**config.mk**
```make
export PLATFORM = sky130hd
export DESIGN_NAME = length_prefixed_xor_deframer_unit
export DESIGN_NICKNAME = d
export VERILOG_FILES = /design/src/lpxd_pkg.sv /design/src/lpxd_front.sv /design/src/lpxd_queue.sv /design/src/lpxd_back.sv /design/src/length_prefixed_xor_deframer_unit.sv
export SDC_FILE = /design/constraint.sdc
export NUM_CORES = 1
export LEC_CHECK = 0
export BUFFER_PORTS_ARGS = -buffer_cell sky130_fd_sc_hd__buf_2
export CAP_MARGIN = 20
export CORE_MARGIN = 5
export CORE_UTILIZATION = 29
export CTS_CLUSTER_DIAMETER = 120
export DETAILED_ROUTE_END_ITERATION = 10
export PLACE_DENSITY = 0.54
export SLEW_MARGIN = 20
export SYNTH_ARGS = -nofsm -noshare
export SYNTH_HDL_FRONTEND = slang
export SYNTH_SLANG_ARGS = --single-unit
export TNS_END_PERCENT = 1
```
**constraint.sdc**
```tcl
create_clock -name i_clk -period 2.8 [get_ports i_clk]
set_input_delay 0.42 -clock i_clk [delete_from_list [all_inputs] [get_ports i_clk]]
set_output_delay 0.42 -clock i_clk [all_outputs]
set_load 0.1 [all_outputs]
```
**src/lpxd_pkg.sv**
```systemverilog
// Shared types and constants for the length-prefixed XOR deframer.
package lpxd_pkg;

    localparam int unsigned MAX_LEN_W  = 15;
    localparam int unsigned BYTE_W     = 8;
    localparam int unsigned ARG_W      = 15;
    localparam int unsigned CFG_IDX_W  = 2;
    localparam int unsigned CFG_DATA_W = 15;

    // register indexes of the configuration port
    localparam logic [CFG_IDX_W-1:0] CFG_MAX_FRAME_LENGTH = 2'd0;
    localparam logic [CFG_IDX_W-1:0] CFG_XOR_KEY          = 2'd1;

    localparam logic [MAX_LEN_W-1:0] MAX_FRAME_LENGTH_RST = 15'd32763;
    localparam logic [BYTE_W-1:0]    XOR_KEY_RST          = 8'h5A;

    localparam int unsigned HDR_BYTES = 4;

    // one classified item handed from the front end to the back end
    typedef struct packed {
        logic [BYTE_W-1:0] raw;
        logic              last;
        logic              err;
    } t_token;

    typedef struct packed {
        logic   valid;
        t_token token;
    } t_qwr;

endpackage

```
**src/lpxd_front.sv**
```systemverilog
// Front end: header parsing, length check and payload byte classification.
module lpxd_front
    import lpxd_pkg::*;
(
    input  logic        i_clk,
    input  logic        i_rst_n,
    input  logic        i_valid,
    input  logic [7:0]  i_rx_byte,
    input  logic        i_q_full,
    input  logic [31:0] i_limit,
    output logic        o_stall,
    output t_qwr        o_qwr
);

    localparam logic [1:0] PH_HEADER  = 2'd0;
    localparam logic [1:0] PH_PAYLOAD = 2'd1;
    localparam logic [1:0] PH_HALTED  = 2'd2;

    logic [1:0]           r_phase,     n_phase;
    logic [1:0]           r_hdr_cnt,   n_hdr_cnt;
    logic [23:0]          r_hdr_shift, n_hdr_shift;
    logic [MAX_LEN_W-1:0] r_remain,    n_remain;

    logic        accept;
    logic [31:0] hdr_len;
    logic        last;

    assign o_stall = i_q_full;
    assign accept  = i_valid && !i_q_full;
    assign hdr_len = {i_rx_byte, r_hdr_shift};
    assign last    = (r_remain <= MAX_LEN_W'(1));

    always_comb begin
        n_phase     = r_phase;
        n_hdr_cnt   = r_hdr_cnt;
        n_hdr_shift = r_hdr_shift;
        n_remain    = r_remain;
        o_qwr       = '0;
        o_qwr.token.raw = i_rx_byte;
        if (accept) begin
            case (r_phase)
                PH_HEADER: begin
                    if (r_hdr_cnt != 2'(HDR_BYTES - 1)) begin
                        n_hdr_shift[{r_hdr_cnt, 3'b000} +: 8] = i_rx_byte;
                        n_hdr_cnt = r_hdr_cnt + 2'd1;
                    end else begin
                        n_hdr_cnt   = '0;
                        n_hdr_shift = '0;
                        if (hdr_len == 32'd0 || hdr_len > i_limit) begin
                            o_qwr.valid     = 1'b1;
                            o_qwr.token.err = 1'b1;
                            n_phase         = PH_HALTED;
                        end else begin
                            n_remain = hdr_len[MAX_LEN_W-1:0];
                            n_phase  = PH_PAYLOAD;
                        end
                    end
                end
                PH_PAYLOAD: begin
                    o_qwr.valid      = 1'b1;
                    o_qwr.token.last = last;
                    if (last) begin
                        n_remain = '0;
                        n_phase  = PH_HEADER;
                    end else begin
                        n_remain = r_remain - MAX_LEN_W'(1);
                    end
                end
                default: begin
                    // halted: bytes are taken and dropped
                end
            endcase
        end
    end

    always_ff @(posedge i_clk) begin
        if (!i_rst_n) begin
            r_phase     <= PH_HEADER;
            r_hdr_cnt   <= '0;
            r_hdr_shift <= '0;
            r_remain    <= '0;
        end else begin
            r_phase     <= n_phase;
            r_hdr_cnt   <= n_hdr_cnt;
            r_hdr_shift <= n_hdr_shift;
            r_remain    <= n_remain;
        end
    end

    a_no_push_halted: assert property (@(posedge i_clk) disable iff (!i_rst_n)
        (r_phase == PH_HALTED) |-> !o_qwr.valid)
        else $error("front pushed a token while halted");

    a_err_halts: assert property (@(posedge i_clk) disable iff (!i_rst_n)
        (o_qwr.valid && o_qwr.token.err) |=> (r_phase == PH_HALTED))
        else $error("error token did not halt the front end");

endmodule

```
**src/lpxd_queue.sv**
```systemverilog
// Two-entry token queue between front end and back end.
module lpxd_queue
    import lpxd_pkg::*;
(
    input  logic   i_clk,
    input  logic   i_rst_n,
    input  t_qwr   i_qwr,
    input  logic   i_pop,
    output logic   o_full,
    output logic   o_valid,
    output t_token o_token
);

    t_token     r_mem [2];
    logic       r_wptr, r_rptr;
    logic [1:0] r_count, n_count;

    logic push;
    logic pop;

    assign o_full  = (r_count == 2'd2);
    assign o_valid = (r_count != 2'd0);
    assign o_token = r_mem[r_rptr];
    assign push    = i_qwr.valid && !o_full;
    assign pop     = i_pop && o_valid;

    always_comb begin
        n_count = r_count;
        if (push && !pop) begin
            n_count = r_count + 2'd1;
        end else if (pop && !push) begin
            n_count = r_count - 2'd1;
        end
    end

    always_ff @(posedge i_clk) begin
        if (push) begin
            r_mem[r_wptr] <= i_qwr.token;
        end
    end

    always_ff @(posedge i_clk) begin
        if (!i_rst_n) begin
            r_wptr  <= 1'b0;
            r_rptr  <= 1'b0;
            r_count <= '0;
        end else begin
            if (push) r_wptr <= !r_wptr;
            if (pop)  r_rptr <= !r_rptr;
            r_count <= n_count;
        end
    end

    a_no_overflow: assert property (@(posedge i_clk) disable iff (!i_rst_n)
        i_qwr.valid |-> !o_full)
        else $error("token pushed into a full queue");

endmodule

```
**src/lpxd_back.sv**
```systemverilog
// Back end: XOR decode, argument counting and output register.
module lpxd_back
    import lpxd_pkg::*;
(
    input  logic              i_clk,
    input  logic              i_rst_n,
    input  logic              i_q_valid,
    input  t_token            i_token,
    input  logic [BYTE_W-1:0] i_key,
    input  logic              i_stall,
    output logic              o_pop,
    output logic              o_valid,
    output logic [7:0]        o_data_byte,
    output logic              o_is_separator,
    output logic [14:0]       o_arg_index,
    output logic              o_frame_end,
    output logic              o_length_error
);

    logic              r_valid;
    logic [ARG_W-1:0]  r_arg_cnt, n_arg_cnt;
    logic [BYTE_W-1:0] r_data;
    logic              r_sep;
    logic [ARG_W-1:0]  r_arg_idx;
    logic              r_fend;
    logic              r_err;

    logic [BYTE_W-1:0] dec;
    logic              sep;

    assign o_pop = i_q_valid && (!r_valid || !i_stall);
    assign dec   = i_token.raw ^ i_key;
    assign sep   = (dec == '0) && !i_token.err;

    always_comb begin
        n_arg_cnt = r_arg_cnt;
        if (o_pop && !i_token.err) begin
            if (i_token.last) begin
                n_arg_cnt = '0;
            end else if (sep) begin
                n_arg_cnt = r_arg_cnt + ARG_W'(1);
            end
        end
    end

    always_ff @(posedge i_clk) begin
        if (o_pop) begin
            r_data    <= i_token.err ? '0 : dec;
            r_sep     <= sep;
            r_arg_idx <= i_token.err ? '0 : r_arg_cnt;
            r_fend    <= i_token.last && !i_token.err;
            r_err     <= i_token.err;
        end
    end

    always_ff @(posedge i_clk) begin
        if (!i_rst_n) begin
            r_valid   <= 1'b0;
            r_arg_cnt <= '0;
        end else begin
            r_arg_cnt <= n_arg_cnt;
            if (o_pop) begin
                r_valid <= 1'b1;
            end else if (!i_stall) begin
                r_valid <= 1'b0;
            end
        end
    end

    assign o_valid        = r_valid;
    assign o_data_byte    = r_data;
    assign o_is_separator = r_sep;
    assign o_arg_index    = r_arg_idx;
    assign o_frame_end    = r_fend;
    assign o_length_error = r_err;

    a_err_clean: assert property (@(posedge i_clk) disable iff (!i_rst_n)
        (r_valid && r_err) |-> (r_data == '0 && r_arg_idx == '0 && !r_fend && !r_sep))
        else $error("error result carries payload fields");

endmodule

```
**src/length_prefixed_xor_deframer_unit.sv**
```systemverilog
// Length-prefixed XOR deframer top level: config registers and front/queue/back.
// A payload byte passes the token queue and the back-end output register before it
// shows up on the output. Throughput: one byte per cycle while the queue is not full;
// while a result waits, the two-entry token queue takes two more bytes before the input
// stalls. Header bytes give no result, but a rejected length gives an error result.
// Synchronous active-low reset returns to header phase and restores register defaults.
module length_prefixed_xor_deframer_unit
    import lpxd_pkg::*;
#(
    parameter int unsigned BUFFER_BYTES = 32768
) (
    input  logic                  i_clk,
    input  logic                  i_rst_n,
    input  logic                  i_valid,
    output logic                  o_stall,
    input  logic [7:0]            i_rx_byte,
    output logic                  o_valid,
    input  logic                  i_stall,
    output logic [7:0]            o_data_byte,
    output logic                  o_is_separator,
    output logic [14:0]           o_arg_index,
    output logic                  o_frame_end,
    output logic                  o_length_error,
    input  logic                  i_cfg_valid,
    output logic                  o_cfg_ready,
    input  logic [CFG_IDX_W-1:0]  i_cfg_index,
    input  logic [CFG_DATA_W-1:0] i_cfg_data
);

    localparam logic [31:0] LEN_CAP = 32'(BUFFER_BYTES - 5);

    logic [MAX_LEN_W-1:0] r_max_len;
    logic [BYTE_W-1:0]    r_key;
    logic [31:0]          limit;

    t_qwr   qwr;
    t_token q_token;
    logic   q_full;
    logic   q_valid;
    logic   q_pop;

    assign o_cfg_ready = 1'b1;

    always_ff @(posedge i_clk) begin
        if (!i_rst_n) begin
            r_max_len <= MAX_FRAME_LENGTH_RST;
            r_key     <= XOR_KEY_RST;
        end else if (i_cfg_valid) begin
            case (i_cfg_index)
                CFG_MAX_FRAME_LENGTH: r_max_len <= i_cfg_data[MAX_LEN_W-1:0];
                CFG_XOR_KEY:          r_key     <= i_cfg_data[BYTE_W-1:0];
                default: begin
                    // writes beyond the register list are dropped
                end
            endcase
        end
    end

    assign limit = (32'(r_max_len) < LEN_CAP) ? 32'(r_max_len) : LEN_CAP;

    lpxd_front u_front (
        .i_clk     (i_clk),
        .i_rst_n   (i_rst_n),
        .i_valid   (i_valid),
        .i_rx_byte (i_rx_byte),
        .i_q_full  (q_full),
        .i_limit   (limit),
        .o_stall   (o_stall),
        .o_qwr     (qwr)
    );

    lpxd_queue u_queue (
        .i_clk   (i_clk),
        .i_rst_n (i_rst_n),
        .i_qwr   (qwr),
        .i_pop   (q_pop),
        .o_full  (q_full),
        .o_valid (q_valid),
        .o_token (q_token)
    );

    lpxd_back u_back (
        .i_clk          (i_clk),
        .i_rst_n        (i_rst_n),
        .i_q_valid      (q_valid),
        .i_token        (q_token),
        .i_key          (r_key),
        .i_stall        (i_stall),
        .o_pop          (q_pop),
        .o_valid        (o_valid),
        .o_data_byte    (o_data_byte),
        .o_is_separator (o_is_separator),
        .o_arg_index    (o_arg_index),
        .o_frame_end    (o_frame_end),
        .o_length_error (o_length_error)
    );

endmodule
```
==> flow_summary.yaml, run 1 <==
cells_and_area:
  antenna_cells: 0
  final_nets: 838
  num-fill-cells: 2230
  fin_util_pct: 37.15
  syn_to_final_growth_pct: 26.30
  drive_gt1_share_pct: 24.22
  final-instance-count-excl-fill: 1077
drt:
  vias: 5210
  wl_per_cell_um: 15.94
  ant_nets: 0
  route.detailed.drc: 0
  vias_per_cell: 4.838
  drt_wl_total_um: 17170
  drt_iter0_drc: 298
  dr.pass1.iters: 4
global_routing:
  grt_pass1_vias: 5120
  grt_usage_pct: 14.13
  grt_max_degree: 33
  antenna_found_initial: 0
  grt_pass1_wl_um: 27360
  grt_remaining_overflow: 0
power_and_ir_drop:
  p_per_area_mw_per_mm2: 871.8
  peakVddDrop_mv: 0.4391
  leakage_nw: 3.257
  finalPower_w: 0.007045
placed_design:
  hpwl_um: 12810
  place.gp.congestion: 0.8398
  portBuffers: 57
  placed_cells: 1042
synth:
  synthCells: 669
  synth_top_area_cell: "dfxtp_1"
  syn_area_mm2: 0.006399
  ys.flop_type: "dfxtp_1"
  ys_seq_area_share_pct: 48.81
  ys_seq_elements: 133
  yosysWarnings: 0
  synth_edf_count: 46
  async_reset_ff_share_pct: 0
  synth_nets: 723
  ys_types: 65
  synth.area.top_cells: "dfxtp_1, edfxtp_1, ha_1, a21oi_1, nand2_1"
  synth_top_area_share_pct: 27.22
  avgSynthCellArea_um2: 9.564
clock_network:
  cts.clk_slew.worst_paths_ns: 0.06
  cts_buffers: 17
  cts_tree: "yes"
  clock_path_buffers: 2
  cts_root_buf: "clkbuf_16"
  clock-sinks: 133
  clk_latency_ns: 0.43
  ctsHoldBuffers: 0
  cts_htree_levels: 4
floorplan:
  rows: 54
  dieArea_mm2: 0.02513
  fp.dieW_um: 158.5
  die_h_um: 158.5
  initial_utilization_pct: 29.41
  coreArea_mm2: 0.02176
  ios: 59
worst_setup_path:
  cp.buffers_inverters: 1
  crit_fanout: 3
  path_cells: "nand4_1 > nor4_2 > nor2_1 > ha_1 > nand4_1 > or4_4 > o31ai_4 > a311o_1 > a21oi_2 > buf_4 > ha_4 > xor2_2 > or3_1 > a21oi_1"
  crit_path_max_incr_delay_ns: 0.45
  path_common_cell: "nand4_1"
  crit_type: "flip-flop to flip-flop"
  endpoint_kind: "flip-flop"
  worstPathRequired_ns: 3.16
  slowest_stage: "or4_4"
  cp.arrival_ns: 3.47
  critPathTopFamily: "simple AND/OR/NAND/NOR gates"
  startpoint_type: "flip-flop"
  rrSetupSlack_ns: -0.31
timing:
  hold_viol: 0
  slew_viol_final: 0
  rsz0062_at_grt: "yes"
  final.setup.worst_slack_ns: -0.3096
  fmax_ghz: 0.3216
  worst_pin_slew_ns: 0.7120
  fin_crit_ns: 3.110
  fin_crit_sh_pct: 111.1
  final-setup-viol-count: 37
  max_slew_margin_pct: 52.03
  finClkSkew_ns: 0.01026
run:
  cap_violations: 0
hold_path:
  hp-class: "input pin to flip-flop"
status:
  violations: "negative setup slack"
  status: "complete, but fails checks"
## repair_timing
action / CTS / global route
pin swaps: 19 / 11
gates resized for setup: 12 / 4
setup endpoints to repair: 38 / 39
setup buffers: 3 / 0
gates cloned: 0 / 0
## final cells by class
cell class                      instances  area (um2)  area share, %
Tap cell                              280       350.3          4.335
Clock buffer                           20       446.7          5.527
Timing Repair Buffer                  127       843.3          10.44
Multi-Input combinational cell        472        3065          37.93
Clock inverter                         12       120.1          1.486
Sequential cell                       133        3132          38.75
Inverter                               33       123.9          1.533
## report_power, final
part / internal [W] / switching (W)
logic: 0.000449 / 0.00203
clock network: 0.00126 / 0.000906
registers: 0.00229 / 0.000105
## per-layer routing
metal  track usage [%]  vias to the layer above  routed length, um
li1                  -                     2644                  -
met1             17.87                     2446               7917
met2             23.39                       90               8136
met3             3.126                       30                661
met4             5.727                        0                450
met5                 0                        -                  0
## metrics by stage
step	hold slack [ns]	setup slack [ns]	cell area (um2)	TNS, ns
2_1_floorplan	0.4316	-0.1518	6410	-1.368
3_3_place_gp	0.4427	-0.4389	7436	-9.380
3_5_place_dp	0.4468	-0.4469	7436	-9.849
4_1_cts	0.2164	-0.3434	8064	-4.284
5_1_grt	0.2508	-0.4510	8082	-10.03
6_report	0.2338	-0.3096	8082	-3.499
## synth_stat cells (all sizes together) (2+ instances only)
cell type / count
xnor2: 11
nor4: 15
ha: 24
or3: 12
inv: 33
nand2: 73
xor2: 9
nand4b: 3
a211oi: 9
a31o: 3
nand4: 8
o21bai: 4
edfxtp: 46
nand3: 40
buf: 11
nor3: 14
o21a: 4
o31ai: 2
and4: 4
nor3b: 4
nand2b: 5
a22oi: 5
nor2b: 3
and4b: 2
nor2: 39
and3: 5
clkbuf: 20
mux2i: 19
o211ai: 16
a31oi: 3
a21oi: 61
a32o: 2
and2: 26
dfxtp: 87
o21ai: 26
or4: 5
## cell families (layout without fill, tap and decap cells)
logic type,after synthesis,count (layout),synth area share (%)
AOI/OAI and AO/OA,144,144,14.33
adders and majority gates,24,24,4.693
DFF,133,133,48.81
xor gates and xnor gates,20,20,2.738
and+or+nand+nor,263,263,22.00
muxes,20,20,3.207
other,1,1,0.05861
buffers and inverters,64,192,4.165
## state kept, by name, indices dropped and copies added, names as in the netlist, 2 cells and up, named ones only
name,cells
u_back.o_data_byte,8
r_max_len,15
u_queue.r_mem,20
u_back.r_arg_cnt,15
u_back.o_arg_index,15
u_front.r_hdr_shift,24
u_queue.r_count,2
u_front.r_hdr_cnt,2
r_key,8
u_front.r_phase,2
u_front.r_remain,15
## worst paths after layout
check                                        startpoint                 endpoint  cells past startpoint
worst max-delay path                       r_max_len[9]       u_queue.r_count[1]                     14
worst min-delay path                     i_cfg_data[10]            r_max_len[10]                      3
worst max register to register             r_max_len[9]       u_queue.r_count[1]                     14
worst min register to register  u_front.r_hdr_shift[20]  u_front.r_hdr_shift[20]                      2
## worst reg2reg max path, cell delays in order (launching register included)
cell	delay [ns]
dfxtp_2	0.33
nand4_1	0.12
nor4_2	0.34
nor2_1	0.11
ha_1	0.30
nand4_1	0.10
or4_4	0.45
o31ai_4	0.19
a311o_1	0.16
a21oi_2	0.08
buf_4	0.15
ha_4	0.15
xor2_2	0.14
or3_1	0.31
a21oi_1	0.14
## placed cells by master, fill, tap and decap left out, types with 5 or more instances in the layout
cell and instances:
and3_1 5, a22oi_1 5, mux2i_1 18, and2_1 25, inv_1 32, nand2_1 73
dfxtp_1 80, o21ai_0 22, nand2b_1 5, xnor2_1 11, inv_6 5, a21oi_1 59
nor3_1 14, edfxtp_1 46, nor4_1 13, nand3_1 40, clkbuf_16 17, nor2_1 37
ha_1 23, buf_2 57, o211ai_1 16, xor2_1 8, a211oi_1 8, or3_1 12
nand4_1 8, dfxtp_2 7, buf_4 66
Note: power is estimated with default switching activity, not from simulation.
==> inputs of run 2 (changes only) <==
SETUP_SLACK_MARGIN = 0.1   (was not set)
SKIP_CTS_REPAIR_TIMING = 1   (was not set)
==> flow_summary.yaml, run 2 (synthesis gave the netlist of run 1 again) <==
floorplan:
  rows: 54
  coreArea_mm2: 0.02176
  die_h_um: 158.5
  ios: 59
  fp.dieW_um: 158.5
  dieArea_mm2: 0.02513
  initial_utilization_pct: 29.41
timing:
  worst_pin_slew_ns: 0.7418
  slew_viol_final: 0
  finClkSkew_ns: 0.009985
  hold_viol: 0
  max_slew_margin_pct: 50.02
  final.setup.worst_slack_ns: -0.3815
  fmax_ghz: 0.3143
  rsz0062_at_grt: "yes"
  final-setup-viol-count: 38
  fin_crit_ns: 3.181
  fin_crit_sh_pct: 113.6
worst_setup_path:
  rrSetupSlack_ns: -0.38
  worstPathRequired_ns: 3.16
  r2r-start: "r_max_len[7]"
  crit_path_max_incr_delay_ns: 0.51
  path_cells: "nand4_1 > nor4_2 > nor2_1 > ha_1 > nand4_1 > or4_4 > o31ai_4 > a311o_1 > a21oi_2 > buf_4 > ha_4 > xor2_2 > or3_1 > a21oi_1"
  cp.arrival_ns: 3.54
  slowest_stage: "or4_4"
  startpoint_type: "flip-flop"
  path_common_cell: "nand4_1"
  crit_fanout: 3
  crit_type: "flip-flop to flip-flop"
  r2r_end: "u_queue.r_count[1]"
  rr_worst_depth: 14
  endpoint_kind: "flip-flop"
hold_path:
  hold_end: "r_max_len[10]"
  hold_depth: 3
  hp-class: "input pin to flip-flop"
  hold_start: "i_cfg_data[10]"
global_routing:
  grt_remaining_overflow: 0
  grt_max_degree: 33
  grt_pass1_vias: 5083
  grt_usage_pct: 14.02
  grt_pass1_wl_um: 27140
  antenna_found_initial: 0
placed_design:
  portBuffers: 57
  hpwl_um: 12810
  placed_cell_area_mm2: 0.007436
  pre_cts_slack_ns: -0.4469
  place.gp.congestion: 0.8398
cells_and_area:
  num-fill-cells: 2234
  largest_reg_flops: 24
  reg.largest.list: "u_front.r_hdr_shift: 24 flops, u_queue.r_mem: 20 flops"
  antenna_cells: 0
  multiInputGateArea_mm2: 0.003075
  drive_gt1_share_pct: 24.53
  seqCellArea_mm2: 0.003132
  final_nets: 836
  top_register: "u_front.r_hdr_shift"
  final_common_cell: "dfxtp_1"
  final_cell_mix: "dfxtp_1, nand2_1, buf_4, a21oi_1, buf_2"
  syn_to_final_growth_pct: 26.16
  fin_area_mm2: 0.008073
power_and_ir_drop:
  seq_power_share_pct: 34.1
  peakVddDrop_mv: 0.4391
  leakage_nw: 3.250
  sw_frac_of_total_pct: 43.15
  power_frac_clock_pct: 30.8
  p_per_area_mw_per_mm2: 872.6
  combPwrFrac_pct: 35.2
  power.internal_w: 0.004004
  p_switching_w: 0.003040
status:
  status: "complete, but fails checks"
  violations: "negative setup slack"
clock_network:
  cts_htree_levels: 4
  clock-sinks: 133
  cts_root_buf: "clkbuf_16"
  cts_tree: "yes"
  clock_path_buffers: 2
  clk_latency_ns: 0.43
  cts.clk_slew.worst_paths_ns: 0.06
  cts_buffers: 17
drt:
  met3_length_um: 697
  wl_met1_um: 7886
  dr.pass1.iters: 4
  vias_per_cell: 4.861
  vias: 5226
  wl_per_cell_um: 15.99
  dr.max_layer_used: "met4"
  route.detailed.drc: 0
  drt_wl_total_um: 17190
  drt_iter0_drc: 270
  ant_nets: 0
  met2_length_um: 8197
run:
  cap_violations: 0
==> run 2: per-stage QoR <==
step	TNS [ns]	util, %	std cells	power, W	hold slack [ns]
2_1_floorplan	-1.368	-	669	0.004436	0.4316
3_3_place_gp	-9.380	34.18	1042	0.004914	0.4427
3_5_place_dp	-9.849	34.18	1042	0.004921	0.4468
4_1_cts	-10.47	36.78	1074	0.007103	0.2164
5_1_grt	-11.46	37.11	1075	0.007336	0.2500
6_report	-4.903	37.11	1075	0.007044	0.2376
==> run 2: worst max-delay path by stage <==
stage / start / end / slack (ns) / cells after the start
finish: r_max_len[7] / u_queue.r_count[1] / -0.38 / 14
floorplan: r_max_len[3] / u_queue.r_count[1] / -0.15 / 13
global placement: r_max_len[13] / u_queue.r_mem[0][6] / -0.44 / 10
global route: r_max_len[7] / u_queue.r_count[1] / -0.52 / 14
detailed placement: r_max_len[4] / u_queue.r_mem[0][9] / -0.45 / 10
CTS: r_max_len[4] / u_queue.r_mem[0][4] / -0.47 / 10
==> run 2: final cells by class <==
cell class                 count  share of cell area [%]
timing repair buffer         125                   10.21
sequential                   133                   38.79
clock inverter                12                   1.488
tap                          280                   4.340
clock buffer                  20                   5.533
inverter                      33                   1.534
multi-input combinational    472                   38.10
==> run 2: power groups by stage <==
| stage | clock network, W | registers, W | logic (W) |
|---|---|---|---|
| after floorplan | 0 | 0.00384 | 0.000600 |
| after global placement | 0 | 0.00244 | 0.00247 |
| after detailed placement | 0 | 0.00245 | 0.00247 |
| after CTS | 0.00222 | 0.00241 | 0.00248 |
| after global routing | 0.00230 | 0.00243 | 0.00261 |
| final | 0.00217 | 0.00240 | 0.00248 |
==> run 2: per-layer routing <==
metal	vias up	GRT usage, %
met1	2461	17.70
li1	2637	-
met2	100	23.33
met3	28	3.153
met5	-	0
met4	0	5.483
==> run 2: critical path, delay by kind of cell, from the launching register on <==
kind | cells | cell delay [ns]
DFF | 1 | 0.33
buffers and inverters | 1 | 0.15
and+or+nand+nor | 6 | 1.47
AOI/OAI and AO/OA | 4 | 0.57
adders and majority gates | 2 | 0.45
xor gates and xnor gates | 1 | 0.14
==> inputs of run 3 (changes only) <==
SYNTH_HIERARCHICAL = 1   (was not set)
==> flow_summary.yaml, run 3 <==
placed_design:
  placed_cell_area_mm2: 0.007884
  portBuffers: 57
  place.gp.congestion: 0.8613
  hpwl_um: 12630
floorplan:
  initial_utilization_pct: 29.19
  dieArea_mm2: 0.02665
  coreArea_mm2: 0.02333
  rows: 56
  ios: 59
  fp.dieW_um: 163.2
  die_h_um: 163.2
clock_network:
  cts_htree_levels: 4
  cts.clk_slew.worst_paths_ns: 0.06
  cts_root_buf: "clkbuf_16"
  cts_tree: "yes"
  cts_buffers: 17
  clock-sinks: 133
  clk_latency_ns: 0.42
  clock_path_buffers: 2
timing:
  fin_crit_ns: 3.110
  slew_viol_final: 0
  final.setup.worst_slack_ns: -0.3105
  fin_crit_sh_pct: 111.1
  hold_viol: 0
  worst_pin_slew_ns: 0.8833
  setup_tns_ns: -1.101
  rsz0062_at_grt: "yes"
  max_slew_margin_pct: 40.85
  final-setup-viol-count: 17
  fmax_ghz: 0.3215
  finClkSkew_ns: 0.01128
global_routing:
  grt_pass1_wl_um: 27390
  grt_pass1_vias: 5275
  antenna_found_initial: 0
  grt_remaining_overflow: 0
  grt_usage_pct: 13.00
  grt_max_degree: 30
worst_setup_path:
  rr_worst_depth: 17
  cp-startpoint: "r_max_len[12]"
  r2r-start: "r_max_len[12]"
  startpoint_type: "flip-flop"
  endpoint_kind: "flip-flop"
  cp.arrival_ns: 3.47
  worstPathRequired_ns: 3.15
  crit_fanout: 3
  crit_type: "flip-flop to flip-flop"
power_and_ir_drop:
  peakVddDrop_mv: 0.3319
  sw_frac_of_total_pct: 26.22
  power.internal_w: 0.003541
  power_frac_clock_pct: 46.9
  seq_power_share_pct: 42.9
  p_switching_w: 0.001259
  p_per_area_mw_per_mm2: 560.2
  leakage_nw: 3.499
  combPwrFrac_pct: 10.3
drt:
  route.detailed.drc: 0
  drt_iter0_drc: 306
  dr.max_layer_used: "met4"
  wl_met1_um: 8224
  ant_nets: 0
  dr.pass1.iters: 5
  met3_length_um: 950
  wl_per_cell_um: 14.47
  met2_length_um: 7488
  vias_per_cell: 4.730
  vias: 5529
  drt_wl_total_um: 16910
synth:
  synthMuxAreaShare_pct: 3.123
  synth_edf_count: 46
  ys_types: 74
  synth_top_area_share_pct: 25.57
  synth_compound_gate_area_share_pct: 14.62
  yosysMostFrequentCell: "dfxtp_1"
  synth_fa_ha_area_share_pct: 7.533
  synth_common_cells: "dfxtp_1, nand2_1, inv_1"
  synth_top_area_cell: "dfxtp_1"
  yosysWarnings: 6
  ys_seq_area_share_pct: 45.86
  syn_area_mm2: 0.006810
  avgSynthCellArea_um2: 9.459
  synth_xor_area_share_pct: 2.186
  async_reset_ff_share_pct: 0
  ys_seq_elements: 133
  synth_top_family_by_area: "simple AND/OR/NAND/NOR gates"
  yosys.area_share.simple_pct: 20.50
  synth.area.top_cells: "dfxtp_1, edfxtp_1, ha_1, nand2_1, a21oi_1"
  synthCells: 720
  ys.flop_type: "dfxtp_1"
cells_and_area:
  final_common_cell: "dfxtp_1"
  drive_gt1_share_pct: 25.18
  num-fill-cells: 2360
  fin_util_pct: 36.72
  reg.largest.list: "u_front/r_hdr_shift: 24 flops, u_queue/r_mem: 20 flops"
  largest_reg_flops: 24
  antenna_cells: 0
  fin_area_mm2: 0.008568
  final_nets: 908
  top_register: "u_front/r_hdr_shift"
  syn_to_final_growth_pct: 25.81
  final_cell_mix: "dfxtp_1, nand2_1, buf_4, buf_2, inv_1"
hold_path:
  hold_depth: 3
  hp-class: "input pin to flip-flop"
  hold_start: "i_cfg_data[9]"
status:
  status: "complete, but fails checks"
  violations: "negative setup slack"
run:
  cap_violations: 0
run 3: cell count changes in the layout (fill, tap and decap cells not counted), sizes merged, moves of 10 or more:
cell    before  now
o211ai      16    6
nor2b        3   20
ha          24   41
inv         39   57
a21oi       61   46
conb         1   18
and2        26    0
o31ai        2   14
run 3: cell families after synthesis:
| kind of cell | after synthesis |
|---|---|
| and+or+nand+nor | 264 |
| AOI/OAI and AO/OA | 148 |
| DFF | 133 |
| buffers and inverters | 95 |
| adders and majority gates | 41 |
| muxes | 20 |
| xor gates and xnor gates | 17 |
| other | 2 |
run 3: cell type report:
cell class              instances  area [um2]  share of cell area (%)
inverters                      49       183.9                   2.147
clock inverters                15       166.4                   1.942
well taps                     319       399.1                   4.658
multi-input cells             508        3433                   40.07
repair buffers                128       829.5                   9.682
flip-flops and latches        133        3131                   36.54
clock buffers                  17       425.4                   4.965
run 3: power by group through the flow:
stage	logic, W	clock network (W)	registers [W]
2_1_floorplan	0.000269	0	0.00216
3_3_place_gp	0.000482	0	0.00210
3_5_place_dp	0.000483	0	0.00210
4_1_cts	0.000486	0.00230	0.00206
5_1_grt	0.000543	0.00240	0.00206
6_report	0.000493	0.00225	0.00206
run 3: path summary, 6_finish.rpt:
| path | end | slack [ns] |
|---|---|---|
| hold reg to reg | u_back/r_arg_cnt[14] | 0.46 |
| setup reg to reg | u_queue/r_count[1] | -0.31 |
| hold / removal | r_max_len[9] | 0.21 |
| setup / recovery | u_queue/r_count[1] | -0.31 |
run 3: stage by stage:
stage / power (W) / worst slack (ns) / hold slack [ns] / instances
floorplan: 0.002426 / -0.2090 / 0.4255 / 736
global placement: 0.002581 / -0.3274 / 0.4519 / 1136
detailed placement: 0.002582 / -0.4025 / 0.4451 / 1136
CTS: 0.004848 / -0.4244 / 0.1845 / 1168
global route: 0.005001 / -0.5193 / 0.2101 / 1169
finish: 0.004800 / -0.3105 / 0.2065 / 1169
run 3: worst max-delay path, cell delays in order, from the launching register on:
cell       delay (ns)
dfxtp_1          0.32
nand4_1          0.14
nor3_2           0.21
buf_4            0.14
a21o_1           0.10
ha_1             0.13
inv_1            0.03
a21oi_1          0.13
o21ai_1          0.08
a211o_1          0.32
a2111oi_4        0.44
o21ai_2          0.13
inv_2            0.07
nor2_1           0.04
ha_2             0.17
xor2_1           0.14
or3_1            0.32
a21oi_1          0.12
run 3: routing by layer:
metal	global-route usage, %	vias up
li1	-	2818
met1	18.18	2542
met2	19.72	151
met3	2.877	18
met4	4.804	0
met5	0	-
